## src/rtl/assert_macros.svh

```systemverilog
// Assertion macros shared by the RTL files of the I/O port decoder.
// Each macro takes a label, the clock, the synchronous reset and the
// property terms, and reports a violation by $error with the given text.
`ifndef ASSERT_MACROS_SVH
`define ASSERT_MACROS_SVH

// The condition holds at every clock edge outside reset.
`define ASSERT_ALWAYS(label, clk, rst, cond, msg) \
   label: assert property (@(posedge clk) disable iff (rst) (cond)) else $error(msg);

// The consequent holds in the same cycle as the antecedent.
`define ASSERT_IMPLIES(label, clk, rst, ante, cons, msg) \
   label: assert property (@(posedge clk) disable iff (rst) (ante) |-> (cons)) \
      else $error(msg);

// The consequent holds in the cycle after the antecedent.
`define ASSERT_NEXT(label, clk, rst, ante, cons, msg) \
   label: assert property (@(posedge clk) disable iff (rst) (ante) |=> (cons)) \
      else $error(msg);

`endif

```

## src/rtl/hciopd_ram.sv

```systemverilog
// ----------------------------------------------------------------------------
// hciopd_ram
// Generic single-write, single-read synchronous RAM with registered read.
// ----------------------------------------------------------------------------
`timescale 1ns / 1ps
`default_nettype none

module hciopd_ram #(
   parameter int WIDTH = 8,
   parameter int DEPTH = 256
) (
   input  wire logic                     clock,
   input  wire logic                     we,
   input  wire logic [$clog2(DEPTH)-1:0] waddr,
   input  wire logic [WIDTH-1:0]         wdata,
   input  wire logic                     re,
   input  wire logic [$clog2(DEPTH)-1:0] raddr,
   output logic      [WIDTH-1:0]         rdata
);

   logic [WIDTH-1:0] mem [DEPTH];
   logic [WIDTH-1:0] rdata_ff;

   always_ff @(posedge clock) begin
      if (we) begin
         mem[waddr] <= wdata;
      end
      if (re) begin
         rdata_ff <= mem[raddr];
      end
   end

   assign rdata = rdata_ff;

endmodule

`default_nettype wire

```

## config.mk

```make
export PLATFORM = sky130hd
export DESIGN_NAME = hciopd_ram
export DESIGN_NICKNAME = d
export VERILOG_FILES = /design/src/rtl/assert_macros.svh /design/src/rtl/hciopd_ram.sv
export SDC_FILE = /design/constraint.sdc
export NUM_CORES = 2
export LEC_CHECK = 0
export BUFFER_PORTS_ARGS = -buffer_cell sky130_fd_sc_hd__buf_4
export CAP_MARGIN = 20
export CORE_UTILIZATION = 35
export CTS_BUF_LIST = sky130_fd_sc_hd__clkbuf_4 sky130_fd_sc_hd__clkbuf_8
export CTS_CLUSTER_SIZE = 10
export DETAILED_ROUTE_END_ITERATION = 6
export GPL_TIMING_DRIVEN = 0
export REMOVE_ABC_BUFFERS = 1
export SETUP_SLACK_MARGIN = 0.2
export SYNTH_ARGS = -nofsm -noshare
export SYNTH_HDL_FRONTEND = slang
export SYNTH_SLANG_ARGS = --single-unit
```

## constraint.sdc

```tcl
create_clock -name clock -period 3.18 [get_ports clock]
set_input_delay 0.636 -clock clock [delete_from_list [all_inputs] [get_ports clock]]
set_output_delay 0.636 -clock clock [all_outputs]
set_load 0.1 [all_outputs]
```

Word-level counts from Yosys, hierarchy flattened
Memory sizes are Yosys's and may differ from the RTL's. A register that Yosys moved wholly into a read port is not among the register bits.
Index checks and enable logic that the tools add are counted.
{"block": "totals", "memories": 1, "regBits": 0, "wordCells": 3, "ram_bits": 2048}
{"block": "op_classes", "n_mux": 2}
{"memory": "mem", "depth": 256, "width": 8, "rd": 1, "rd_clocked_by_memory_dff": 1, "write_ports": 1, "line": "hciopd_ram.sv:21", "source": "logic [WIDTH-1:0] mem [DEPTH];"}
{"op": "$mux 1", "count": 2}

Depth between registers and ports, before layout
{"block": "depth", "ltp_word": 2, "mapped_depth": 11}

Worst setup path after synthesis
No wires, ideal clock.
{"block": "synth_timing", "path_type": "in2reg", "from": "input raddr[0]", "to": "register rdata_ff[2], in the netlist rdata[2] (read register of mem) (data pin)", "arrival_time_ps": 2443, "setup_time_ps": 269, "slack_ps": 468, "path_stages": 9, "path_cell_list": "buf_6 > buf_12 > buf_8 > buf_2 > mux4_2 > a22oi_1 > a21oi_1 > nor4_1 > nor4_2"}
{"item": "from (decl)", "line": "hciopd_ram.sv:17", "source": "input wire logic [$clog2(DEPTH)-1:0] raddr,"}
{"item": "to (decl)", "line": "hciopd_ram.sv:22", "source": "logic [WIDTH-1:0] rdata_ff;"}

==> flow_metrics.py <==
metrics = {
    "synthesis": {
        "synth-seq-cells": 2056,
        "synth-simple-area-share": 0.0263,
        "yosysWarnings": 0,
        "synth_top_family_by_area": "multiplexers",
        "synth-xor-area-share": 0,
        "synthArstFlopShare": 0,
        "yosysTopAreaCellShare": 0.775,
        "yosys.area.top_type": "edfxtp_1",
        "netlist_top_cells_count": "2,056 x edfxtp_1, 454 x mux4_2, 282 x nor2_1, 134 x mux2i_1, 133 x a22oi_1",
        "avgSynthCellArea_um2": 21.3,
        "synth_area_um2": 79600,
        "synthCells": 3733,
        "synthTopCellsByArea": "edfxtp_1 78%, mux4_2 13%, mux2i_1 1.7%",
        "yosysMostFrequentCell": "edfxtp_1",
        "synth-edff-count": 2056,
        "synthMuxAreaShare": 0.146,
        "synth-main-ff-cell": "edfxtp_1",
        "ys_seq_area_frac": 0.775,
        "synth_fa_ha_area_frac": 0,
        "ys_types": 54,
        "synth_compound_area_frac": 0.0342,
    },
    "cts": {
        "clock_path_buffers": 4,
        "clk_pin_slew_worst_paths_ns": 0.06,
        "clock-sinks": 2056,
        "cts_buffers": 343,
        "clk_latency_ns": 1.10,
        "cts.root.buffer_cell": "clkbuf_8",
        "h-tree-depth": 5,
        "tritoncts": "done",
    },
    "power": {
        "swShare": 0.222,
        "combPwrFrac": 0.056,
        "peakVddDrop_mv": 0.362,
        "power_frac_seq": 0.544,
        "clkPwrFrac": 0.400,
        "p_leak_nw": 28.0,
        "power.internal_mw": 42.8,
        "switchingPower_mw": 12.2,
        "p_per_area_nw_per_um2": 603,
    },
    "floorplanning": {
        "die_w_um": 479,
        "die_h_um": 479,
        "placement_rows": 174,
        "core_um2": 226000,
        "dieArea_um2": 229000,
        "design.portCount": 35,
        "initial_core_util": 0.353,
    },
    "route": {
        "drc": 0,
        "vias": 39280,
        "wl_per_cell_um": 28.3,
        "first_pass_iters": 6,
        "routed_wl_um": 204000,
        "drtAntennaViolNets": 0,
        "drt_iter0_drc": 4008,
        "viasPerCell": 5.46,
    },
    "place": {
        "dp.final_hpwl_um": 117000,
        "io_buffers": 34,
        "place_congestion": 0.796,
    },
    "setup_path": {
        "critPathCaptureType": "register",
        "slowest_stage": "nor4_4",
        "arrival_ns": 3.73,
        "rrSetupSlack_ns": 0.45,
        "cp_max_fo": 60,
        "cp_cell_sequence": "buf_16 > buf_16 > buf_16 > nand3b_1 > buf_4 > buf_4 > o221ai_1 > a21oi_1 > a21oi_2 > nor3_4 > nor4_4",
        "slowest_delay_ns": 0.59,
        "critPathMostFrequentCell": "buf_16",
        "cp_num_buf_inv": 5,
        "critical_path_class": "input port to register",
        "cp_data_required_time_ns": 3.93,
        "crit_family": "buffers and inverters",
        "start_kind": "input port",
    },
    "grt": {
        "grt_pass1_wl_um": 290000,
        "grt_max_degree": 156,
        "antenna_found_initial": 10,
        "grt.overflow.total": 0,
        "grt_use_total": 0.176,
        "grt_pass1_vias": 39877,
    },
    "status": {
        "outcome": "finished, final reports clean",
    },
    "timing": {
        "fin_crit_sh": 0.937,
        "setup_viol": 0,
        "worst_pin_slew_ns": 1.07,
        "finalSetupTns_ns": 0,
        "min_period_ns": 2.98,
        "maxSlewHeadroom": 0.283,
        "whs_ns": 0.0892,
        "fmaxAchievable_mhz": 336,
        "rsz0062_at_grt": "true",
        "hold_viol": 0,
        "slew_viol_final": 0,
        "final.setup_skew_ns": 0.0774,
    },
    "final_layout": {
        "nets": 3999,
        "drive_gt1_frac": 0.278,
        "area_growth_pct": 14.5,
    },
    "job": {
        "cap_violations": 0,
    },
    "worst_hold_path": {
        "hold_path.class": "input port to register",
    },
}
## power groups by stage
stage,logic (mW),clock network [mW],registers (mW)
after floorplan,1.05,0,30.6
after global placement,3.06,0,30.5
after detailed placement,2.85,0,30.5
after CTS,3.06,22.4,29.9
after global routing,3.19,23.5,29.9
final,3.06,22.0,29.9
## routing by layer
| layer | vias to the layer above | wire [um] | global-route usage |
|---|---|---|---|
| met5 | - | 0 | 0 |
| met4 | 0 | 5920 | 0.0618 |
| met3 | 347 | 15600 | 0.0360 |
| met2 | 1653 | 101000 | 0.288 |
| met1 | 21045 | 81100 | 0.232 |
| li1 | 16235 | - | - |
## cell usage in the layout, fill, tap and decap left out, types with 9 or more instances in the layout
| cell type | synthesis | layout |
|---|---|---|
| clkinv_2 | 0 | 29 |
| nand4_1 | 10 | 10 |
| a211oi_1 | 16 | 14 |
| o221ai_1 | 46 | 46 |
| mux4_2 | 454 | 454 |
| buf_16 | 0 | 46 |
| buf_4 | 27 | 32 |
| mux2i_1 | 134 | 134 |
| a21oi_1 | 96 | 89 |
| nand3_1 | 34 | 25 |
| nor2b_1 | 31 | 27 |
| buf_8 | 13 | 19 |
| nor2_1 | 282 | 278 |
| a221oi_1 | 13 | 9 |
| nor3_2 | 0 | 9 |
| edfxtp_1 | 2056 | 2056 |
| clkinv_1 | 1 | 72 |
| nor3_1 | 22 | 12 |
| nor4_2 | 3 | 9 |
| clkbuf_8 | 0 | 353 |
| o211ai_1 | 10 | 10 |
| bufbuf_16 | 0 | 14 |
| clkbuf_4 | 0 | 110 |
| nor4_4 | 0 | 15 |
| a22oi_1 | 133 | 133 |
| nand2_1 | 33 | 31 |
| nand3_2 | 0 | 9 |
| o22ai_1 | 28 | 28 |
## logic make-up (layout without fill, tap and decap cells)
logic type             count (synthesis)  in the layout
other                                  0              5
multiplexers                         591            591
AO/OA/AOI/OAI                        385            385
flip-flops                          2056           2056
buffers and inverters                235            702
AND/OR/NAND/NOR                      466            466
## repair_timing
action,CTS,global route
hold buffers,3,0
endpoints found under the hold margin,74,0
resized for setup,79,6
pin swaps,7,3
buffers inserted,5,5
setup endpoints to repair,8,7
gates cloned,15,1
## metrics by stage
step	power, mW	util	instance area (um^2)	setup WS (ns)	cells
2_1_floorplan	31.6	-	78200	0.0509	3500
5_1_grt	56.6	0.404	91200	0.205	7196
3_5_place_dp	33.3	0.372	83800	-2.59	6588
6_report	55.0	0.404	91200	0.201	7197
4_1_cts	55.4	0.404	91100	0.206	7184
3_3_place_gp	33.6	0.364	82200	-10.93	6526
## final timing paths
path / cells after the start / endpoint / startpoint
max: 11 / rdata[2] / raddr[1]
max reg2reg: 7 / rdata[7] / mem[77][7]
min: 1 / mem[69][1] / wdata[1]
min reg2reg: 5 / rdata[3] / mem[52][3]
## registers in the layout, indices dropped and copies added, names as in the netlist
name,flops
mem,2048
rdata,8
## area by class of cell
type	count	area, um^2
Fill cell	19899	134000
Inverter	2	12.5
Clock inverter	110	578
Tap cell	2992	3740
Sequential cell	2056	61700
Antenna cell	5	12.5
Clock buffer	463	5680
Multi-Input combinational cell	1442	17000
Timing Repair Buffer	127	2470
No activity file was read; power rests on OpenSTA's default activity.
