==> config.mk <==
export PLATFORM = sky130hd
export DESIGN_NAME = hciopd_csr
export DESIGN_NICKNAME = d
export VERILOG_FILES = /design/src/rtl/assert_macros.svh /design/src/rtl/hciopd_pkg.sv /design/src/rtl/hciopd_csr.sv
export SDC_FILE = /design/constraint.sdc
export NUM_CORES = 1
export LEC_CHECK = 0
export BUFFER_PORTS_ARGS = -buffer_cell sky130_fd_sc_hd__buf_2
export CAP_MARGIN = 20
export CORE_MARGIN = 2
export CORE_UTILIZATION = 45
export CTS_CLUSTER_SIZE = 14
export DETAILED_ROUTE_END_ITERATION = 6
export PLACE_DENSITY_LB_ADDON = 0.12
export SKIP_LAST_GASP = 1
export SLEW_MARGIN = 30
export SYNTH_ARGS = -nofsm -noshare
export SYNTH_HDL_FRONTEND = slang
export SYNTH_SLANG_ARGS = --single-unit
==> constraint.sdc <==
create_clock -name clock -period 1.3 [get_ports clock]
set_input_delay 0 -clock clock [delete_from_list [all_inputs] [get_ports clock]]
set_output_delay 0 -clock clock [all_outputs]
set_load 0.1 [all_outputs]
==> src/rtl/assert_macros.svh <==
// Assertion macros shared by the RTL files of the I/O port decoder.
// Each macro takes a label, the clock, the synchronous reset and the
// property terms, and reports a violation by $error with the given text.
`ifndef ASSERT_MACROS_SVH
`define ASSERT_MACROS_SVH

// The condition holds at every clock edge outside reset.
`define ASSERT_ALWAYS(label, clk, rst, cond, msg) \
   label: assert property (@(posedge clk) disable iff (rst) (cond)) else $error(msg);

// The consequent holds in the same cycle as the antecedent.
`define ASSERT_IMPLIES(label, clk, rst, ante, cons, msg) \
   label: assert property (@(posedge clk) disable iff (rst) (ante) |-> (cons)) \
      else $error(msg);

// The consequent holds in the cycle after the antecedent.
`define ASSERT_NEXT(label, clk, rst, ante, cons, msg) \
   label: assert property (@(posedge clk) disable iff (rst) (ante) |=> (cons)) \
      else $error(msg);

`endif

==> src/rtl/hciopd_pkg.sv <==
// ----------------------------------------------------------------------------
// hciopd_pkg
// Types, port decode constants and sizes of the I/O port decoder.
// ----------------------------------------------------------------------------
`timescale 1ns / 1ps
`default_nettype none

package hciopd_pkg;

   // Storage sizes
   localparam int VRAM_BYTES = 8192;
   localparam int VRAM_AW    = $clog2(VRAM_BYTES);
   localparam int KEY_ROWS   = 10;
   localparam int KEY_AW     = $clog2(KEY_ROWS);
   localparam logic [4:0] KEY_LIMIT = 5'(KEY_ROWS);

   // Configuration port
   localparam int CSR_AW   = 4;
   localparam int CSR_DW   = 32;
   localparam int CSR_IDXW = 2;
   localparam logic [CSR_IDXW-1:0] REG_PLAY_BUTTON = 2'd0;
   localparam logic [CSR_IDXW-1:0] REG_WIN_LOW     = 2'd1;
   localparam logic [CSR_IDXW-1:0] REG_WIN_HIGH    = 2'd2;

   localparam logic [15:0] WIN_LOW_RESET  = 16'h02E0;
   localparam logic [15:0] WIN_HIGH_RESET = 16'h0370;

   // Item commands
   localparam logic [1:0] CMD_READ    = 2'd0;
   localparam logic [1:0] CMD_WRITE   = 2'd1;
   localparam logic [1:0] CMD_KEY     = 2'd2;
   localparam logic [1:0] CMD_SYSRST  = 2'd3;

   // Port decode
   localparam logic [15:0] GRP_MASK     = 16'hE000;
   localparam logic [15:0] GRP_VRAM     = 16'h0000;
   localparam logic [15:0] GRP_MODE     = 16'h2000;
   localparam logic [15:0] GRP_MOTOR    = 16'h6000;
   localparam logic [15:0] GRP_OVERLAY  = 16'hA000;
   localparam logic [11:0] KEY_PAGE     = 12'h800;
   localparam logic [15:0] PSG_MASK     = 16'hFFFE;
   localparam logic [15:0] PORT_PSG     = 16'h4000;
   localparam logic [15:0] PORT_TAPE    = 16'h4003;

   localparam logic [7:0] BYTE_ONES     = 8'hFF;
   localparam logic [7:0] PSG_ADDR_READ = 8'h1F;
   localparam logic [4:0] PSG_REG_MASK_W = 5'h1F;
   localparam logic [4:0] PSG_REG_TAPE  = 5'd14;
   localparam int TAPE_BIT_POS  = 7;
   localparam int MOTOR_BIT_POS = 6;
   localparam int PULSE_BIT_POS = 1;

   typedef struct packed {
      logic [1:0]  cmd;
      logic [15:0] port;
      logic [7:0]  wdata;
      logic [3:0]  key_row;
      logic        tape_bit;
      logic        tape_present;
      logic [7:0]  psg_rdata;
      logic [15:0] cpu_pc;
   } req_type;

   typedef struct packed {
      logic [7:0] rdata;
      logic       psg_write_strobe;
      logic       psg_data_sel;
      logic       tape_taken;
      logic       motor_start;
      logic       motor_on;
      logic       rom_overlay;
   } rsp_type;

   typedef struct packed {
      logic        play_button_down;
      logic [15:0] check_window_low;
      logic [15:0] check_window_high;
   } cfg_type;

   typedef struct packed {
      logic               we;
      logic [VRAM_AW-1:0] addr;
      logic [7:0]         data;
   } vram_wr_type;

endpackage

`default_nettype wire

==> src/rtl/hciopd_csr.sv <==
// ----------------------------------------------------------------------------
// hciopd_csr
// Configuration registers behind the APB-style port.
// ----------------------------------------------------------------------------
`timescale 1ns / 1ps
`default_nettype none

module hciopd_csr (
   input  wire logic                            clock,
   input  wire logic                            reset,
   input  wire logic                            csr_psel,
   input  wire logic                            csr_penable,
   input  wire logic                            csr_pwrite,
   input  wire logic [hciopd_pkg::CSR_AW-1:0]   csr_paddr,
   input  wire logic [hciopd_pkg::CSR_DW-1:0]   csr_pwdata,
   output logic      [hciopd_pkg::CSR_DW-1:0]   csr_prdata,
   output logic                                 csr_pready,
   input  wire logic                            set_play,
   output hciopd_pkg::cfg_type                  cfg
);

   logic                                wr_en;
   logic [hciopd_pkg::CSR_IDXW-1:0]     idx;
   logic                                play_ff, play_in;
   logic [15:0]                         win_low_ff, win_low_in;
   logic [15:0]                         win_high_ff, win_high_in;

   assign csr_pready = 1'b1;
   assign wr_en = csr_psel && csr_penable && csr_pwrite && csr_pready;
   assign idx   = csr_paddr[hciopd_pkg::CSR_AW-1:2];

   always_comb begin
      play_in     = play_ff;
      win_low_in  = win_low_ff;
      win_high_in = win_high_ff;
      if (set_play) begin
         play_in = 1'b1;
      end
      if (wr_en) begin
         case (idx)
            hciopd_pkg::REG_PLAY_BUTTON: play_in     = csr_pwdata[0];
            hciopd_pkg::REG_WIN_LOW:     win_low_in  = csr_pwdata[15:0];
            hciopd_pkg::REG_WIN_HIGH:    win_high_in = csr_pwdata[15:0];
            default: ;
         endcase
      end
   end

   always_ff @(posedge clock) begin
      if (reset) begin
         play_ff     <= 1'b1;
         win_low_ff  <= hciopd_pkg::WIN_LOW_RESET;
         win_high_ff <= hciopd_pkg::WIN_HIGH_RESET;
      end else begin
         play_ff     <= play_in;
         win_low_ff  <= win_low_in;
         win_high_ff <= win_high_in;
      end
   end

   always_comb begin
      case (idx)
         hciopd_pkg::REG_PLAY_BUTTON: csr_prdata = {31'b0, play_ff};
         hciopd_pkg::REG_WIN_LOW:     csr_prdata = {16'b0, win_low_ff};
         hciopd_pkg::REG_WIN_HIGH:    csr_prdata = {16'b0, win_high_ff};
         default:                     csr_prdata = '0;
      endcase
   end

   assign cfg.play_button_down  = play_ff;
   assign cfg.check_window_low  = win_low_ff;
   assign cfg.check_window_high = win_high_ff;

endmodule

`default_nettype wire

Word-level counts from Yosys, hierarchy flattened

Index checks and enable logic that the tools add are counted.

Register bits after elaboration: 33
Bits of input ports: 42
Output and inout bits: 66
Logic and storage cells: 14

Equal/unequal tests: 2
Multiplexer cells: 4
Reductions and logical operators: 5

Operators with widths:

| operator                                                               | count |
|---|---|
| 16-bit case mux with 3 select lines                                    | 1 |
| 2-bit AND reduction                                                    | 2 |
| 1-bit 2-to-1 mux                                                       | 3 |
| 2-bit by 1-bit equality test with 1-bit output (second input constant) | 1 |
| 2-bit equality test (second input constant)                            | 1 |
| 1-bit logical AND                                                      | 2 |
| 2-bit zero test                                                        | 1 |

Depth between registers and ports, before layout

Gate-level depths: netlist of the first run.

Depth in word-level cells: 3
Mapped depth: 5
Gate-level depth less buffers: 3

Least setup slack after synthesis of the first run

Ideal clock, no wire load.

Path type: register to output
Start: register win_low_ff[0]
End: output port csr_prdata[0] (netlist name)
Arrival: 3.245 ns
Data required time: 1.300 ns
Path slack: -1.945 ns
Cell stages (with the launch flop): 3
Path through: dfxtp_1 mux2i_1 o21ai_0

Cells in the longest elaborated chain, start to end: 1

RTL lines:

| what                                | RTL line         | source |
|---|---|---|
| start, declared                     | hciopd_csr.sv:25 | `logic [15:0] win_low_ff, win_low_in;` |
| start signal, assigned              | hciopd_csr.sv:52 | `win_low_ff <= hciopd_pkg::WIN_LOW_RESET;` |
| start signal, assigned              | hciopd_csr.sv:56 | `win_low_ff <= win_low_in;` |
| 16-bit case mux with 3 select lines | hciopd_csr.sv:62 | `case (idx)` |
| end, declared                       | hciopd_csr.sv:16 | `output logic [hciopd_pkg::CSR_DW-1:0] csr_prdata,` |

No other way between the ends.

Worst setup path in the final report of the first run

Ends and elaborated chain as after synthesis.

==> results.cfg, run 1 <==
[cts]
clkTransAtPathRegs_ps = 60
clock_sinks = 33
cts_inserted_buffers = 5
htreeDepth = 2
cts_resized = 0
root_buffer = clkbuf_8
cts_tree = yes
clk_latency_ps = 280
clk_path_buf_depth = 2

[critical_path]
worstReg2RegEnd = play_ff
worstSetupStartpoint = win_low_ff[0]
reg2reg_from = play_ff
critPathArrivalTime_ps = 1090
end_kind = output port
r2r_setup_slack_ps = 590
crit_type = reg2out
crit_path_start_kind = register
cpPeakStageDelay_ps = 330
path_cells = mux2i_1 > o21ai_4 > buf_12
crit_path_max_fanout = 3
r2r_cells = 2
cp_slowest_cell = dfxtp_2
critPathRequiredTime_ps = 1300
crit_end = csr_prdata[0]

[drt]
drtAntennaViolNets = 0
drt_first_iter_violations = 29
wl_per_cell_um = 12.7
viasPerCell = 4.72
drc_errors = 0
drt-pass1-iter-count = 4
wl_mm = 3.93
vias = 1459

[sta]
worst_pin_slew_ps = 703
max_freq_ghz = 0.921
slew_headroom_pct = 53.1
skew_ps = 0
hold_violations = 0
grt_setup_unrepaired = false
hold_slack_ps = 3.14
post-route-period-util_pct = 83.5
min_period_ps = 1090
setup_ws_ps = 214
finalSetupViolations = 0
finalSetupTns_ps = 0
drv_slew = 0

[floorplanning]
fp.dieW_um = 65.7
ios = 108
die_area_mm2 = 0.00432
core-area_mm2 = 0.00366
die_h_um = 65.7
initial_core_util_pct = 46.9
rows = 22

[min_path]
hold_path_class = in2reg

[placed_design]
detailed_place_hpwl_mm = 2.83
placed_cells = 290
numPortBuffers = 72
place_congestion = 0.718
place_ws_ps = 183

[power_and_ir_drop]
power_leakage_nw = 1.19
total_power_mw = 2.54
ir_drop_uv = 608
p_per_area_mw_per_mm2 = 989

[synthesis]
async_flop_share_pct = 0
synth-edff-count = 0
yosysMostFrequentCell = nand2b_1
synth_top_area_cell = dfxtp_1
synth_top_area_share_pct = 38.5
seq_area_frac_synth_pct = 38.5
synth_area_leaders = dfxtp_1 (39%), mux2i_1 (20%), nand2b_1 (13%), buf_4 (8.8%), a22o_1 (7.7%)
synthTopCellsByCount = nand2b_1 (36), mux2i_1 (34), dfxtp_1 (33)
ys_types = 20
syn_area_mm2 = 0.00172
syn_inst = 177
syn_area_per_cell_um2 = 9.69
ys_ff_latch = 33
ys.flop_type = dfxtp_1
synth_warnings = 0

[cells_and_area]
num_antenna_cells = 0
drive_gt1_share_pct = 52.5
instances_no_fill = 309
fin_nets = 303
syn_to_final_growth_pct = 50.0

[status]
status = complete, no violations

[global_routing]
antenna_found_initial = 0
grt_max_degree = 54
grtUsageTotal_pct = 19.0
first_global_vias = 1352
gr-total-overflow = 0
grt_pass1_wl_mm = 6.24

[job]
maxCapViolations = 0
-- through the flow --
stage | cell area, um2 | util, %
floorplan | 1840 | -
global route | 2570 | 70.3
CTS | 2570 | 70.3
detailed placement | 2370 | 64.7
finish | 2570 | 70.3
global placement | 2370 | 64.7
-- area by class of cell --
class                           instances  area, um2
Multi-Input combinational cell        129        947
Fill cell                             302       1090
Tap cell                               48       60.1
Clock buffer                            7       86.3
Timing Repair Buffer                   92        781
Sequential cell                        33        699
-- how the worst min path moves through the flow --
stage / start / to / slack [ps] / cells after the start
2_1_floorplan: csr_pwdata[7] / win_high_ff[7] / 150 / 2
3_3_place_gp: csr_pwdata[5] / win_low_ff[5] / 260 / 3
3_5_place_dp: csr_pwdata[9] / win_low_ff[9] / 270 / 3
4_1_cts: csr_pwdata[15] / win_low_ff[15] / 1 / 3
5_1_grt: csr_pwdata[3] / win_high_ff[3] / 3 / 3
6_report: csr_pwdata[15] / win_low_ff[15] / 3 / 3
-- report_power, final --
part	switching, mW	total (mW)	internal (mW)	leakage [nW]
Clock	0.341	0.760	0.419	0.0443
Sequential	0.0100	1.04	1.03	0.273
Combinational	0.556	0.748	0.192	0.868
Total	0.907	2.54	1.64	1.19
-- layer usage --
metal  global-route usage (%)  vias to the layer above  wire length (um)
met3                     5.82                        3               285
met2                     32.3                       55              1900
met4                     6.25                        0                19
met5                        0                        -                 0
met1                     22.6                      669              1730
li1                         -                      732                 -
-- cell usage in the layout (no fill, tap or decap) --
cell type	synthesis	layout
nor3b_2	1	2
and2b_1	1	1
nand3_1	1	1
nor2b_1	1	1
o21ai_4	0	1
a22o_2	0	15
dfxtp_1	33	2
nand4_4	1	1
dfxtp_2	0	31
nor2_1	16	16
mux2i_1	34	34
buf_4	20	8
nand2b_1	36	36
nand2_1	1	1
conb_1	2	17
buf_12	0	16
dlygate4sd3_1	0	12
buf_2	3	56
clkbuf_1	6	1
clkbuf_8	0	6
nand4_2	1	1
nor3_1	2	2
-- registers in the layout, indices dropped and copies added, names as in the netlist --
signal       flops
play_ff          1
win_low_ff      16
win_high_ff     16
-- timing repair --
action | 4_1_cts | 5_1_grt
buffers inserted | 0 | 0
hold buffers | 12 | 0
setup endpoints to repair | 0 | 0
hold endpoints to repair | 15 | 0
-- logic make-up after synthesis --
logic type             count (synthesis)  share of synthesized area, %
AO/OA/AOI/OAI                         16                          7.95
other                                  2                         0.438
flip-flops                            33                          38.5
AND/OR/NAND/NOR                       62                          21.7
buffers and inverters                 30                          11.6
multiplexers                          34                          19.8
-- worst max-delay path: cells and delay by family, from the launching register on --
family / cells / cell delay, ps
buffers and inverters: 1 / 170
muxes: 1 / 230
DFF: 1 / 330
AOI/OAI and AO/OA: 1 / 80
Power figures use the tool's default switching activity.
==> run 2: changes to the inputs <==
- CORE_UTILIZATION: 45 -> 42
- clock period: 1.3 -> 1.03 ns (I/O delays scaled with it)
==> run 2 against run 1 <==
Net effect: the run now ends with negative setup slack left; total power rose by 31%; die area rose by 6.7%; register-to-register slack got worse by 490 ps; utilization rose by 20 points; critical path type unchanged.
==> results.cfg, run 2 (synthesis gave the netlist of run 1 again) <==
[status]
status = finished with violations
violations = negative setup slack

[power_and_ir_drop]
switching_share_pct = 38.5
p_per_area_mw_per_mm2 = 925
ir_drop_uv = 896
switchingPower_mw = 1.28
total_power_mw = 3.33
power_frac_seq_pct = 37.0
p_int_mw = 2.05
power_frac_clock_pct = 29.4
power_frac_comb_pct = 33.6
power_leakage_nw = 1.61

[floorplanning]
rows = 23
core-area_mm2 = 0.00397
die_area_mm2 = 0.00461
fp.dieW_um = 67.9
die_h_um = 67.9
initial_core_util_pct = 43.2
ios = 108

[global_routing]
grtUsageTotal_pct = 27.1
first_global_vias = 1879
grt_max_degree = 54
grt_pass1_wl_mm = 8.96
gr-total-overflow = 0
antenna_found_initial = 0

[placed_design]
detailed_place_hpwl_mm = 3.42
numPortBuffers = 72
place_congestion = 0.759
placed_cells = 298
placed_area_mm2 = 0.00314
place_ws_ps = -26.4

[drt]
wl_met1_mm = 2.12
met2_length_mm = 3.03
met3_length_um = 390
drt_first_iter_violations = 62
drc_errors = 0
drtAntennaViolNets = 0
drt-pass1-iter-count = 4
highest_layer = met4
vias = 1718
wl_mm = 5.68
viasPerCell = 4.91
wl_per_cell_um = 16.2

[cts]
clk_latency_ps = 300
clk_path_buf_depth = 2
clkTransAtPathRegs_ps = 70
cts_inserted_buffers = 5
htreeDepth = 2
clock_sinks = 33
cts_tree = yes
root_buffer = clkbuf_8

[sta]
setup_ws_ps = -34.1
worst_pin_slew_ps = 744
drv_slew = 0
post-route-period-util_pct = 103
finalSetupViolations = 16
skew_ps = 0
hold_violations = 0
max_freq_ghz = 0.940
min_period_ps = 1060
grt_setup_unrepaired = true
slew_headroom_pct = 50.4
finalSetupTns_ps = -413

[cells_and_area]
final_cell_mix = buf_12 (51), buf_4 (40), nand2b_1 (36)
post-route-cell-area_mm2 = 0.00360
largest_registers = win_high_ff x16, win_low_ff x16, play_ff x1
layout_commonest_cell = buf_12
num_antenna_cells = 0
fin_nets = 341
instances_no_fill = 350
drive_gt1_share_pct = 58.7
syn_to_final_growth_pct = 110

[job]
maxCapViolations = 0

[critical_path]
crit_path_start_kind = register
worst-path-buf-inv = 1
path_cells = a22o_4 > buf_12
critPathRequiredTime_ps = 1030
crit_type = reg2out
cpPeakStageDelay_ps = 350
cp_slowest_cell = dfxtp_4
crit_family = flip-flops
critPathArrivalTime_ps = 1060
crit_path_max_fanout = 2
end_kind = output port

[min_path]
hold_path_class = in2reg
-- run 2: changes by cell type in the layout (fill, tap and decap cells not counted), sizes merged --
cell	previous run	this run
dlygate4sd3	12	16
buf	80	114
clkinv	0	2
clkbuf	7	6
-- run 2: final timing paths --
check,start,end,slack (ps),depth (start not counted)
max,win_low_ff[15],csr_prdata[15],-30,2
min reg2reg,win_high_ff[0],win_high_ff[0],520,2
max reg2reg,play_ff,play_ff,100,3
min,csr_pwdata[0],win_high_ff[0],2,3
-- run 2: layout make-up --
| type | instances | area (um2) |
|---|---|---|
| Multi-Input combinational cell | 129 | 1070 |
| Sequential cell | 33 | 785 |
| Fill cell | 153 | 370 |
| Clock inverter | 2 | 10.0 |
| Clock buffer | 6 | 72.6 |
| Tap cell | 50 | 62.6 |
| Timing Repair Buffer | 130 | 1600 |
-- run 2: tightest hold or removal path, cell delays in order --
cell and delay, ps:
buf_2 110, nand2b_1 80, mux2i_1 60
-- run 2: layer usage --
| metal | vias up | track usage, % |
|---|---|---|
| li1 | 812 | - |
| met1 | 821 | 28.9 |
| met2 | 70 | 48.4 |
| met3 | 15 | 8.72 |
| met4 | 0 | 12.5 |
| met5 | - | 0 |
-- run 2: what timing repair did --
item,CTS,global route
pin swaps,1,1
hold endpoints to repair,27,0
setup endpoints to repair,16,16
gates resized for setup,2,1
hold buffers,16,0
setup buffers,28,0
-- run 2: power groups by stage --
| stage | Sequential (mW) | Clock (mW) | Combinational, mW |
|---|---|---|---|
| CTS | 1.23 | 0.998 | 1.11 |
| global route | 1.23 | 1.06 | 1.16 |
| finish | 1.23 | 0.978 | 1.12 |
| global placement | 1.28 | 0 | 1.02 |
| detailed placement | 1.28 | 0 | 1.03 |
| floorplan | 1.38 | 0 | 0.668 |
-- run 2: stage by stage --
stage | utilization (%) | hold WS, ps
finish | 90.7 | 1.76
global placement | 79.1 | 262
floorplan | - | 145
global route | 90.7 | 5.63
CTS | 90.6 | 0.547
detailed placement | 79.1 | 269
