File: src/rtl/assert_macros.svh
// Assertion macros shared by the RTL files of the I/O port decoder.
// Each macro takes a label, the clock, the synchronous reset and the
// property terms, and reports a violation by $error with the given text.
`ifndef ASSERT_MACROS_SVH
`define ASSERT_MACROS_SVH

// The condition holds at every clock edge outside reset.
`define ASSERT_ALWAYS(label, clk, rst, cond, msg) \
   label: assert property (@(posedge clk) disable iff (rst) (cond)) else $error(msg);

// The consequent holds in the same cycle as the antecedent.
`define ASSERT_IMPLIES(label, clk, rst, ante, cons, msg) \
   label: assert property (@(posedge clk) disable iff (rst) (ante) |-> (cons)) \
      else $error(msg);

// The consequent holds in the cycle after the antecedent.
`define ASSERT_NEXT(label, clk, rst, ante, cons, msg) \
   label: assert property (@(posedge clk) disable iff (rst) (ante) |=> (cons)) \
      else $error(msg);

`endif

File: src/rtl/hciopd_pkg.sv
// ----------------------------------------------------------------------------
// hciopd_pkg
// Types, port decode constants and sizes of the I/O port decoder.
// ----------------------------------------------------------------------------
`timescale 1ns / 1ps
`default_nettype none

package hciopd_pkg;

   // Storage sizes
   localparam int VRAM_BYTES = 8192;
   localparam int VRAM_AW    = $clog2(VRAM_BYTES);
   localparam int KEY_ROWS   = 10;
   localparam int KEY_AW     = $clog2(KEY_ROWS);
   localparam logic [4:0] KEY_LIMIT = 5'(KEY_ROWS);

   // Configuration port
   localparam int CSR_AW   = 4;
   localparam int CSR_DW   = 32;
   localparam int CSR_IDXW = 2;
   localparam logic [CSR_IDXW-1:0] REG_PLAY_BUTTON = 2'd0;
   localparam logic [CSR_IDXW-1:0] REG_WIN_LOW     = 2'd1;
   localparam logic [CSR_IDXW-1:0] REG_WIN_HIGH    = 2'd2;

   localparam logic [15:0] WIN_LOW_RESET  = 16'h02E0;
   localparam logic [15:0] WIN_HIGH_RESET = 16'h0370;

   // Item commands
   localparam logic [1:0] CMD_READ    = 2'd0;
   localparam logic [1:0] CMD_WRITE   = 2'd1;
   localparam logic [1:0] CMD_KEY     = 2'd2;
   localparam logic [1:0] CMD_SYSRST  = 2'd3;

   // Port decode
   localparam logic [15:0] GRP_MASK     = 16'hE000;
   localparam logic [15:0] GRP_VRAM     = 16'h0000;
   localparam logic [15:0] GRP_MODE     = 16'h2000;
   localparam logic [15:0] GRP_MOTOR    = 16'h6000;
   localparam logic [15:0] GRP_OVERLAY  = 16'hA000;
   localparam logic [11:0] KEY_PAGE     = 12'h800;
   localparam logic [15:0] PSG_MASK     = 16'hFFFE;
   localparam logic [15:0] PORT_PSG     = 16'h4000;
   localparam logic [15:0] PORT_TAPE    = 16'h4003;

   localparam logic [7:0] BYTE_ONES     = 8'hFF;
   localparam logic [7:0] PSG_ADDR_READ = 8'h1F;
   localparam logic [4:0] PSG_REG_MASK_W = 5'h1F;
   localparam logic [4:0] PSG_REG_TAPE  = 5'd14;
   localparam int TAPE_BIT_POS  = 7;
   localparam int MOTOR_BIT_POS = 6;
   localparam int PULSE_BIT_POS = 1;

   typedef struct packed {
      logic [1:0]  cmd;
      logic [15:0] port;
      logic [7:0]  wdata;
      logic [3:0]  key_row;
      logic        tape_bit;
      logic        tape_present;
      logic [7:0]  psg_rdata;
      logic [15:0] cpu_pc;
   } req_type;

   typedef struct packed {
      logic [7:0] rdata;
      logic       psg_write_strobe;
      logic       psg_data_sel;
      logic       tape_taken;
      logic       motor_start;
      logic       motor_on;
      logic       rom_overlay;
   } rsp_type;

   typedef struct packed {
      logic        play_button_down;
      logic [15:0] check_window_low;
      logic [15:0] check_window_high;
   } cfg_type;

   typedef struct packed {
      logic               we;
      logic [VRAM_AW-1:0] addr;
      logic [7:0]         data;
   } vram_wr_type;

endpackage

`default_nettype wire

File: src/rtl/hciopd_exec.sv
// ----------------------------------------------------------------------------
// hciopd_exec
// Port decode and small state of the decoder: one item per fire.
// ----------------------------------------------------------------------------
`timescale 1ns / 1ps
`default_nettype none
`include "assert_macros.svh"

module hciopd_exec (
   input  wire logic                 clock,
   input  wire logic                 reset,
   input  wire logic                 fire,
   input  wire hciopd_pkg::req_type  item,
   input  wire logic [7:0]           vram_rdata,
   input  wire hciopd_pkg::cfg_type  cfg,
   output hciopd_pkg::rsp_type       rsp,
   output hciopd_pkg::vram_wr_type   vram_wr,
   output logic                      set_play
);

   logic [7:0] key_rows_ff [hciopd_pkg::KEY_ROWS];
   logic [7:0] key_rows_in [hciopd_pkg::KEY_ROWS];
   logic       overlay_ff, overlay_in;
   logic [7:0] mode_ff, mode_in;
   logic [4:0] psg_reg_ff, psg_reg_in;
   logic       motor_ff, motor_in;
   logic       pulse_ff, pulse_in;

   logic [15:0] grp;
   logic        key_hit;
   logic        psg_hit;
   logic        in_win;

   always_comb begin
      grp     = item.port & hciopd_pkg::GRP_MASK;
      key_hit = (item.port[15:4] == hciopd_pkg::KEY_PAGE)
                && ({1'b0, item.port[3:0]} < hciopd_pkg::KEY_LIMIT);
      psg_hit = (item.port & hciopd_pkg::PSG_MASK) == hciopd_pkg::PORT_PSG;
      in_win  = (item.cpu_pc >= cfg.check_window_low)
                && (item.cpu_pc <= cfg.check_window_high);

      key_rows_in = key_rows_ff;
      overlay_in  = overlay_ff;
      mode_in     = mode_ff;
      psg_reg_in  = psg_reg_ff;
      motor_in    = motor_ff;
      pulse_in    = pulse_ff;
      vram_wr     = '0;
      set_play    = 1'b0;
      rsp         = '0;
      rsp.rdata   = hciopd_pkg::BYTE_ONES;

      case (item.cmd)
         hciopd_pkg::CMD_READ: begin
            if (key_hit) begin
               rsp.rdata = key_rows_ff[item.port[hciopd_pkg::KEY_AW-1:0]];
            end else if (grp == hciopd_pkg::GRP_OVERLAY) begin
               overlay_in = !overlay_ff;
            end else if (grp == hciopd_pkg::GRP_MODE) begin
               rsp.rdata = mode_ff;
            end else if (grp == hciopd_pkg::GRP_VRAM) begin
               rsp.rdata = vram_rdata;
            end else if (psg_hit) begin
               rsp.psg_data_sel = item.port[0];
               if (!item.port[0]) begin
                  rsp.rdata = hciopd_pkg::PSG_ADDR_READ;
               end else if (psg_reg_ff == hciopd_pkg::PSG_REG_TAPE) begin
                  // cassette status: tape bit in bit 7, motor off in bit 6
                  if (cfg.play_button_down && motor_ff) begin
                     if (!in_win) begin
                        rsp.tape_taken = 1'b1;
                        rsp.rdata[hciopd_pkg::TAPE_BIT_POS] = item.tape_bit;
                     end
                     rsp.rdata[hciopd_pkg::MOTOR_BIT_POS] = 1'b0;
                  end
               end else begin
                  rsp.rdata = item.psg_rdata;
               end
            end else if (item.port == hciopd_pkg::PORT_TAPE) begin
               rsp.rdata = {7'b0, item.tape_present};
            end
         end
         hciopd_pkg::CMD_WRITE: begin
            if (grp == hciopd_pkg::GRP_VRAM) begin
               vram_wr.we   = 1'b1;
               vram_wr.addr = item.port[hciopd_pkg::VRAM_AW-1:0];
               vram_wr.data = item.wdata;
            end else if (grp == hciopd_pkg::GRP_OVERLAY) begin
               overlay_in = !overlay_ff;
            end else if (grp == hciopd_pkg::GRP_MODE) begin
               mode_in = item.wdata;
            end else if (grp == hciopd_pkg::GRP_MOTOR) begin
               if (cfg.play_button_down) begin
                  if (item.wdata[hciopd_pkg::PULSE_BIT_POS]) begin
                     pulse_in = 1'b1;
                  end else if (pulse_ff) begin
                     // falling pulse edge: toggle the motor
                     pulse_in = 1'b0;
                     motor_in = !motor_ff;
                     if (!motor_ff) begin
                        overlay_in = 1'b0;
                     end
                  end
               end
            end else if (item.port == hciopd_pkg::PORT_TAPE) begin
               if (item.wdata == 8'd0) begin
                  set_play   = 1'b1;
                  motor_in   = 1'b1;
                  overlay_in = 1'b0;
               end
            end else if (psg_hit) begin
               rsp.psg_write_strobe = 1'b1;
               rsp.psg_data_sel     = item.port[0];
               if (!item.port[0]) begin
                  psg_reg_in = item.wdata[4:0] & hciopd_pkg::PSG_REG_MASK_W;
               end
            end
         end
         hciopd_pkg::CMD_KEY: begin
            if ({1'b0, item.key_row} < hciopd_pkg::KEY_LIMIT) begin
               key_rows_in[item.key_row[hciopd_pkg::KEY_AW-1:0]] = item.wdata;
            end
         end
         default: begin
            overlay_in = 1'b1;
            motor_in   = 1'b0;
            pulse_in   = 1'b0;
            for (int i = 0; i < hciopd_pkg::KEY_ROWS; i++) begin
               key_rows_in[i] = hciopd_pkg::BYTE_ONES;
            end
         end
      endcase

      rsp.motor_start = !motor_ff && motor_in;
      rsp.motor_on    = motor_in;
      rsp.rom_overlay = overlay_in;
   end

   always_ff @(posedge clock) begin
      if (reset) begin
         overlay_ff <= 1'b1;
         mode_ff    <= '0;
         psg_reg_ff <= '0;
         motor_ff   <= 1'b0;
         pulse_ff   <= 1'b0;
         for (int i = 0; i < hciopd_pkg::KEY_ROWS; i++) begin
            key_rows_ff[i] <= hciopd_pkg::BYTE_ONES;
         end
      end else if (fire) begin
         overlay_ff  <= overlay_in;
         mode_ff     <= mode_in;
         psg_reg_ff  <= psg_reg_in;
         motor_ff    <= motor_in;
         pulse_ff    <= pulse_in;
         key_rows_ff <= key_rows_in;
      end
   end

   `ASSERT_IMPLIES(a_start_means_on, clock, reset, fire && rsp.motor_start, rsp.motor_on, "motor start without motor on")
   `ASSERT_IMPLIES(a_taken_needs_motor, clock, reset, fire && rsp.tape_taken, motor_ff && cfg.play_button_down, "tape bit taken with motor idle")
   `ASSERT_IMPLIES(a_strobe_on_write, clock, reset, fire && (rsp.psg_write_strobe || vram_wr.we), item.cmd == hciopd_pkg::CMD_WRITE, "write side effect from non-write item")

endmodule

`default_nettype wire

File: config.mk
export PLATFORM = sky130hd
export DESIGN_NAME = hciopd_exec
export DESIGN_NICKNAME = d
export VERILOG_FILES = /design/src/rtl/hciopd_pkg.sv /design/src/rtl/hciopd_exec.sv
export VERILOG_INCLUDE_DIRS = /design/src /design/src/rtl
export SDC_FILE = /design/constraint.sdc
export NUM_CORES = 1
export LEC_CHECK = 0
export ABC_CLOCK_PERIOD_IN_PS = 5650
export BUFFER_PORTS_ARGS = -buffer_cell sky130_fd_sc_hd__buf_2
export CORE_ASPECT_RATIO = 0.9
export CORE_MARGIN = 2
export CORE_UTILIZATION = 35
export DETAILED_ROUTE_END_ITERATION = 8
export PLACE_DENSITY = 0.54
export SYNTH_ARGS = -nofsm -noshare
export SYNTH_HDL_FRONTEND = slang
export SYNTH_SLANG_ARGS = --single-unit
File: constraint.sdc
create_clock -name clock -period 5.65 [get_ports clock]
set_clock_uncertainty 0.05 [all_clocks]
set_input_delay 0.2825 -clock clock [delete_from_list [all_inputs] [get_ports clock]]
set_output_delay 0.2825 -clock clock [all_outputs]
set_load 0.05 [all_outputs]
After elaboration in Yosys (flattened, before gate mapping) --
Index checks and enable logic that the tools add are counted.
Operators by class: reductions and logical operators 16, divide/modulo/power cells 0, add/sub/neg operators 0, equality and inequality tests 15, magnitude comparators 7, multiplexer cells 77, bitwise operators 10, multiply operators 0, shift-type cells 0
Operators by type and width (count):
- 80-bit one-hot mux with 2 select lines | 1
- 8-bit two-way mux | 11
- 80-bit bitwise mux | 1
- 80-bit two-way mux | 1
- 22-bit two-way mux | 2
- 1-bit two-way mux | 41
- 8-bit binary-select mux with 4-bit select | 1
- 8-bit demux with 4-bit select | 1
- 2-bit two-way mux | 13
- 16-bit by 15-bit equality test with 1-bit output (second input constant) | 1
- 16-bit >= comparator | 1
- 16-bit less-or-equal comparator | 1
- 16-bit zero test | 1
- 15-bit by 14-bit equality test with 1-bit output (second input constant) | 1
- 12-bit equality test (second input constant) | 1
- 2-bit != test (second input constant) | 6
- 5-bit >= comparator (second input constant) | 2
- 4-bit NOT with 5-bit output | 2
- 9-bit AND reduction | 1
- 8-bit zero test | 1
- 4-bit less-than comparator (second input constant) | 2
- 1-bit NOT | 8
- 7-bit AND reduction | 1
- 6-bit two-way mux | 1
- other kinds (15) | 23
Storage, ports and cells: bits in read-only memories 0, latch bits 0, word-level logic and storage cells 140, register bits after elaboration 96, RAM bits 0, bits of input ports 100, output and inout port bits 37, memories kept 0

Longest topological paths before layout --
Gate-level depths: netlist of the first run.
depth in word-level cells 12, mapped depth 8, mapped depth without buffers 8

Worst setup path after synthesis of the first run --
OpenSTA, ideal clock, no wires.
kind input to output, from input cfg[7] (netlist name), to output rsp[13] (netlist name), required time 5318 ps, path slack 2019 ps, buffers on the path 0, data arrival time 3299 ps, stages 8, cell sequence inv_1 ha_1 a21oi_1 o21ai_0 a221o_1 nor3_1 o32ai_1 o311ai_0
RTL lines:
- start: declaration | line hciopd_exec.sv:15 | input wire hciopd_pkg::cfg_type cfg,
- end: declaration | line hciopd_exec.sv:16 | output hciopd_pkg::rsp_type rsp,

==> reports/qor.yml, run 1 <==
outcome:
  status: "finished, final reports clean"
critical_path:
  critPathKind: "in2out"
  crit_chain: "buf_2, inv_1, ha_1, nand2b_1, a2111oi_0, nor4b_1, or4_1, o21a_1, nor3b_1, buf_2"
  cp-end-kind: "primary output"
  crit_family: "simple AND/OR/NAND/NOR gates"
  startpoint_type: "input pin"
  cp.arrival_ns: 2.63
  slowest_stage: "or4_1"
  worstPathRequired_ns: 5.32
  crit_fanout: 2
  cp_common_cell: "buf_2"
  crit_buf_inv: 3
  slowest_delay_ns: 0.53
synth:
  synth_area_per_cell_um2: 8.644
  synth_area_um2: 5766
  synth_edf_count: 0
  synth_common_cells: "nor2_1, dfxtp_1, a211o_1"
  yosysTopAreaCellShare: 0.3333
  synth_area_leaders: "dfxtp_1, a211o_1, nor2_1, ha_1, mux4_2"
  synth-seq-area-share: 0.3333
  postSynth.asyncResetShare: 0
  synth.distinct_cells: 56
  synth_fp_nets: 799
  yosysMostFrequentCell: "nor2_1"
  synthFlopType: "dfxtp_1"
  yosysTopAreaCell: "dfxtp_1"
  syn_inst: 667
  synth_seq_cells: 96
  yosys_warnings: 0
placement:
  io_buffers: 136
  dp.final_hpwl_um: 12670
  place.gp.congestion: 0.9124
cts:
  clk_pin_slew_ns: 0.07
  cts_tree: "done"
  cts_buffers: 9
  cts.htree.levels: 3
  clk_latency_ns: 0.34
  cts_sinks: 96
  clockBufferDepth: 2
  ctsRootBufferMaster: "clkbuf_16"
  cts_hold_buf: 0
  cts_setup_buffers: 0
  cts_resized: 0
detailed_routing:
  vias: 5433
  drt_first_iter_violations: 399
  dr.pass1.iters: 5
  wl_per_cell_um: 17.40
  detail-route-antenna-nets: 0
  vias_per_cell: 5.466
  drc_errors: 0
  wirelength_um: 17300
sta:
  hold_viol_final: 0
  fin_tns_setup_ns: 0
  clock.fmax_mhz: 338.0
  holdWs_ns: 0.2039
  setup-violations-final: 0
  slew_headroom: 0.1574
  tightest_slew_ns: 1.255
  rsz0062_at_grt: "false"
  timing.final.max_slew_violations: 0
  final.min_clock_period_ns: 2.958
  period_share: 0.5236
pwr:
  clock_power_share: 0.386
  power.switching_uw: 474.5
  leakagePower_uw: 0.003141
  power.internal_uw: 1188
  p_sw_frac: 0.2854
  ir_worst_vdd_mv: 0.1522
  power_density_nw_per_um2: 240.4
  pwr-share-seq: 0.440
  power_frac_comb: 0.174
global_routing:
  antenna_found_initial: 0
  grt.overflow.total: 0
  grt_max_degree: 98
  grt_pass1_wl_um: 27710
  grt_usage: 0.1958
  grt_pass1_vias: 5223
floorplanning:
  die_area_um2: 17520
  io_pins: 137
  start_util: 0.3574
  die_y_um: 125.8
  coreArea_um2: 16130
  rows: 44
  die_x_um: 139.3
final_layout:
  final_util: 0.4286
  final_layout_size_suffix_gt1_frac: 0.2440
  fillCellCount: 1631
  layout.nets: 914
  antenna_cells: 0
  area_growth_pct: 19.92
  area.sequential_um2: 1922
  multi_input_area_um2: 3513
job:
  cap_violations: 0
min_path:
  hold_path_class: "in2reg"
-- power groups by stage --
stage | sequential [µW] | clock, µW | combinational [µW]
finish | 731 | 643 | 289
global route | 735 | 682 | 322
detailed placement | 747 | 0 | 289
floorplan | 741 | 0 | 188
global placement | 746 | 0 | 282
CTS | 731 | 656 | 290
-- path summary, 6_finish.rpt --
check	startpoint	end	slack, ns	depth (start not counted)
setup reg to reg	overlay_ff$_SDFFE_PP1P_	overlay_ff$_SDFFE_PP1P_	4.32	4
hold / removal	item[33]	mode_ff[3]$_SDFFE_PP0P_	0.20	3
setup / recovery	item[0]	rsp[3]	2.69	10
hold reg to reg	key_rows_ff[17]$_SDFFE_PP1P_	key_rows_ff[17]$_SDFFE_PP1P_	0.41	1
-- placed cells by master (no fill, tap or decap), drive strengths merged, types with 2 or more instances in the layout --
cell,count
nor4b,3
ha,32
buf,146
a2111oi,2
and2,21
nand3,6
nand2b,7
nor3,15
o211ai,5
mux2i,30
a21o,6
nor2b,3
a41oi,2
clkinv,2
o21a,3
a211o,80
dfxtp,96
nand2,19
nand4b,3
inv,43
a22oi,3
nor4,10
a21oi,14
nand4,10
o21ai,30
or3,6
nor2,143
mux4,16
o31ai,2
clkbuf,9
-- through the flow --
stage / power, µW / area (µm²) / setup slack [ns] / std cells
floorplan: 928.9 / 5766 / 2.019 / 667
global placement: 1028 / 6600 / 2.695 / 978
detailed placement: 1036 / 6600 / 2.674 / 978
CTS: 1677 / 6914 / 2.671 / 994
global route: 1739 / 6914 / 2.492 / 994
finish: 1662 / 6914 / 2.692 / 994
-- worst min-delay path, cell delays in order --
cell and delay, ns:
buf_2 0.13, mux2i_1 0.08, nor2_1 0.07
-- metal layers --
layer / global-route usage / part of all wire / vias to the layer above / wire length, µm
met5: 0 / 0 / - / 0
li1: - / - / 2645 / -
met1: 0.2652 / 0.47 / 2601 / 8145
met4: 0.04635 / 0.010 / 0 / 175
met2: 0.3247 / 0.46 / 174 / 8002
met3: 0.03688 / 0.056 / 13 / 972
-- flip-flops by register name (all words and copies together), names as in the netlist --
register     flops
overlay_ff       1
psg_reg_ff       5
key_rows_ff     80
pulse_ff         1
mode_ff          8
motor_ff         1
-- cell type report --
cell class / instances / area share
Multi-Input combinational cell: 489 / 0.5081
Timing Repair Buffer: 146 / 0.1093
Clock inverter: 7 / 0.01285
Tap cell: 207 / 0.03746
Inverter: 40 / 0.02172
Sequential cell: 96 / 0.2780
Clock buffer: 9 / 0.03257
-- kinds of logic after synthesis --
logic type / synth area share
DFF: 0.3333
adders and majority gates: 0.06944
muxes: 0.1146
buffers and inverters: 0.05837
AOI/OAI and AO/OA: 0.2064
xor gates and xnor gates: 0.001519
and+or+nand+nor: 0.2164
(Power assumes the default switching activity.)
==> run 2, diff against run 1 <==
--- a/config.mk
+++ b/config.mk
@@ -6,13 +6,13 @@
 export SDC_FILE = /design/constraint.sdc
 export NUM_CORES = 1
 export LEC_CHECK = 0
-export ABC_CLOCK_PERIOD_IN_PS = 5650
+export ABC_CLOCK_PERIOD_IN_PS = 2720
 export BUFFER_PORTS_ARGS = -buffer_cell sky130_fd_sc_hd__buf_2
 export CORE_ASPECT_RATIO = 0.9
 export CORE_MARGIN = 2
 export CORE_UTILIZATION = 35
 export DETAILED_ROUTE_END_ITERATION = 8
-export PLACE_DENSITY = 0.54
+export PLACE_DENSITY = 0.56
 export SYNTH_ARGS = -nofsm -noshare
 export SYNTH_HDL_FRONTEND = slang
 export SYNTH_SLANG_ARGS = --single-unit
==> constraint.sdc (replaced) <==
create_clock -name clock -period 2.72 [get_ports clock]
set_clock_uncertainty 0.05 [all_clocks]
set_input_delay 0.136 -clock clock [delete_from_list [all_inputs] [get_ports clock]]
set_output_delay 0.136 -clock clock [all_outputs]
set_load 0.05 [all_outputs]
==> reports/qor.yml, run 2 (synthesis results as in run 1) <==
pwr:
  power.internal_uw: 2515  # was 1188 µW
  clock_power_share: 0.382  # was 0.386
  power.switching_uw: 927.6  # was 474.5 µW
  p_sw_frac: 0.2695  # was 0.2854
  leakagePower_uw: 0.003221  # was 0.003141 µW
  power_frac_comb: 0.177  # was 0.174
  power_density_nw_per_um2: 488.4  # was 240.4 nW/µm²
  ir_worst_vdd_mv: 0.2886  # was 0.1522 mV
  pwr-share-seq: 0.441  # was 0.440
placement:
  io_buffers: 136  # unchanged
  dpl_worst_slack_ns: 0.1517  # was 2.674 ns
  place.gp.congestion: 0.8899  # was 0.9124
  dp.final_hpwl_um: 12670  # about the same
  dp.cells: 991  # was 978
critical_path:
  crit_fanout: 2  # unchanged
  crit_chain: "buf_2, inv_1, ha_1, nand2b_1, a2111oi_0, nor4b_1, or4_1, o32ai_1, o311ai_1, buf_2"  # was buf_2, inv_1, ha_1, nand2b_1, a2111oi_0, nor4b_1, or4_1, o21a_1, nor3b_1, buf_2
  slowest_delay_ns: 0.52  # was 0.53 ns
  startpoint_type: "input pin"  # unchanged
  r2r_start: "overlay_ff$_SDFFE_PP1P_"  # unchanged
  worstPathRequired_ns: 2.53  # was 5.32 ns
  cp.arrival_ns: 2.38  # was 2.63 ns
  slowest_stage: "or4_1"  # unchanged
  critPathKind: "in2out"  # unchanged
  cp-end-kind: "primary output"  # unchanged
  startpoint: "item[0]"  # unchanged
  cp_common_cell: "buf_2"  # unchanged
cts:
  ctsRootBufferMaster: "clkbuf_16"  # unchanged
  clk_pin_slew_ns: 0.06  # was 0.07 ns
  cts.htree.levels: 3  # unchanged
  cts_sinks: 96  # unchanged
  cts_buffers: 9  # unchanged
  cts_resized: 0  # unchanged
  cts_hold_buf: 0  # unchanged
  cts_setup_buffers: 0  # unchanged
  clk_latency_ns: 0.34  # about the same
  cts_tree: "done"  # unchanged
  clockBufferDepth: 2  # unchanged
floorplanning:
  die_y_um: 125.8  # unchanged
  io_pins: 137  # unchanged
  start_util: 0.3574  # unchanged
  die_area_um2: 17520  # unchanged
  rows: 44  # unchanged
  die_x_um: 139.3  # unchanged
  coreArea_um2: 16130  # unchanged
global_routing:
  grt_pass1_wl_um: 27580  # was 27710 µm
  grt_pass1_vias: 5414  # was 5223
  grt_usage: 0.1923  # was 0.1958
  antenna_found_initial: 0  # unchanged
  grt.overflow.total: 0  # unchanged
  grt_max_degree: 52  # was 98
sta:
  final.min_clock_period_ns: 2.565
  setup-violations-final: 0  # unchanged
  rsz0062_at_grt: "false"  # unchanged
  hold_viol_final: 0  # unchanged
  slew_headroom: 0.3928  # was 0.1574
  period_share: 0.9432
  tightest_slew_ns: 0.9109  # was 1.255 ns
  timing.final.max_slew_violations: 0  # unchanged
  holdWs_ns: 0.06575  # was 0.2039 ns
  clock.fmax_mhz: 389.8
  setup_ws_ns: 0.1546  # was 2.692 ns
min_path:
  hp-start: "item[36]"  # was item[33]
  hold_path_class: "in2reg"  # unchanged
final_layout:
  final_layout_size_suffix_gt1_frac: 0.2588  # was 0.2440
  instances_no_fill: 1007  # was 994
  layout.nets: 927  # was 914
  layout_commonest_cell: "nor2_1"  # unchanged
  final_cell_mix: "nor2_1, buf_2, dfxtp_1"  # unchanged
  largest_reg_flops: 80  # unchanged
  top_regs: "key_rows_ff x80, mode_ff x8, psg_reg_ff x5"  # unchanged
  antenna_cells: 0  # unchanged
  area_growth_pct: 22.24  # was 19.92%
  top_register: "key_rows_ff"  # unchanged
detailed_routing:
  vias_per_cell: 5.424  # was 5.466
  drt_first_iter_violations: 228  # was 399
  detail-route-antenna-nets: 0  # unchanged
  dr.pass1.iters: 7  # was 5
  vias: 5462  # was 5433
  wl_per_cell_um: 16.60  # was 17.40 µm
  drc_errors: 0  # unchanged
  wirelength_um: 16720  # was 17300 µm
outcome:
  status: "finished, final reports clean"  # unchanged
job:
  cap_violations: 0  # unchanged
[run 2: power groups by stage]
stage	clock network [µW]	logic [µW]	registers [µW]
detailed placement	0	609	1550
floorplan	0	392	1540
finish	1310	609	1520
global placement	0	588	1540
CTS	1350	611	1520
global route	1410	678	1530
[run 2: area by class of cell]
cell class	count	area, µm²
fill	1586	9082
multi-input combinational	489	3525
sequential	96	1922
timing repair buffer	159	878.3
tap	207	259.0
clock buffer	11	252.7
inverter	40	150.1
clock inverter	5	61.31
[run 2: path summary, 6_finish.rpt]
path                                  end  slack, ns  cells past startpoint
max                               rsp[13]       0.15                     10
min               mode_ff[6]$_SDFFE_PP0P_       0.07                      3
max reg2reg       overlay_ff$_SDFFE_PP1P_       1.40                      4
min reg2reg  key_rows_ff[36]$_SDFFE_PP1P_       0.41                      1
[run 2: critical path: cells and delay by family]
family / cells / cell delay, ns
compound gates: 3 / 0.82
fa+ha+maj: 1 / 0.27
buf+inv: 3 / 0.35
simple gates: 3 / 0.78
[run 2: per-layer routing]
metal  up-vias  wire [µm]  global-route usage
met3        20       1068             0.04487
met4         0        274             0.04872
met5         -          0                   0
met2       181       7989              0.3333
li1       2663          -                   -
met1      2598       7386              0.2422
[run 2: stage by stage]
step / util / setup TNS [ns] / instance area, µm² / total power [µW]
after floorplan: - / -0.02334 / 5777 / 1930
after global placement: 0.4175 / 0 / 6734 / 2133
after detailed placement: 0.4175 / 0 / 6734 / 2158
after CTS: 0.4369 / 0 / 7048 / 3481
after global routing: 0.4369 / 0 / 7048 / 3618
final: 0.4369 / 0 / 7048 / 3442
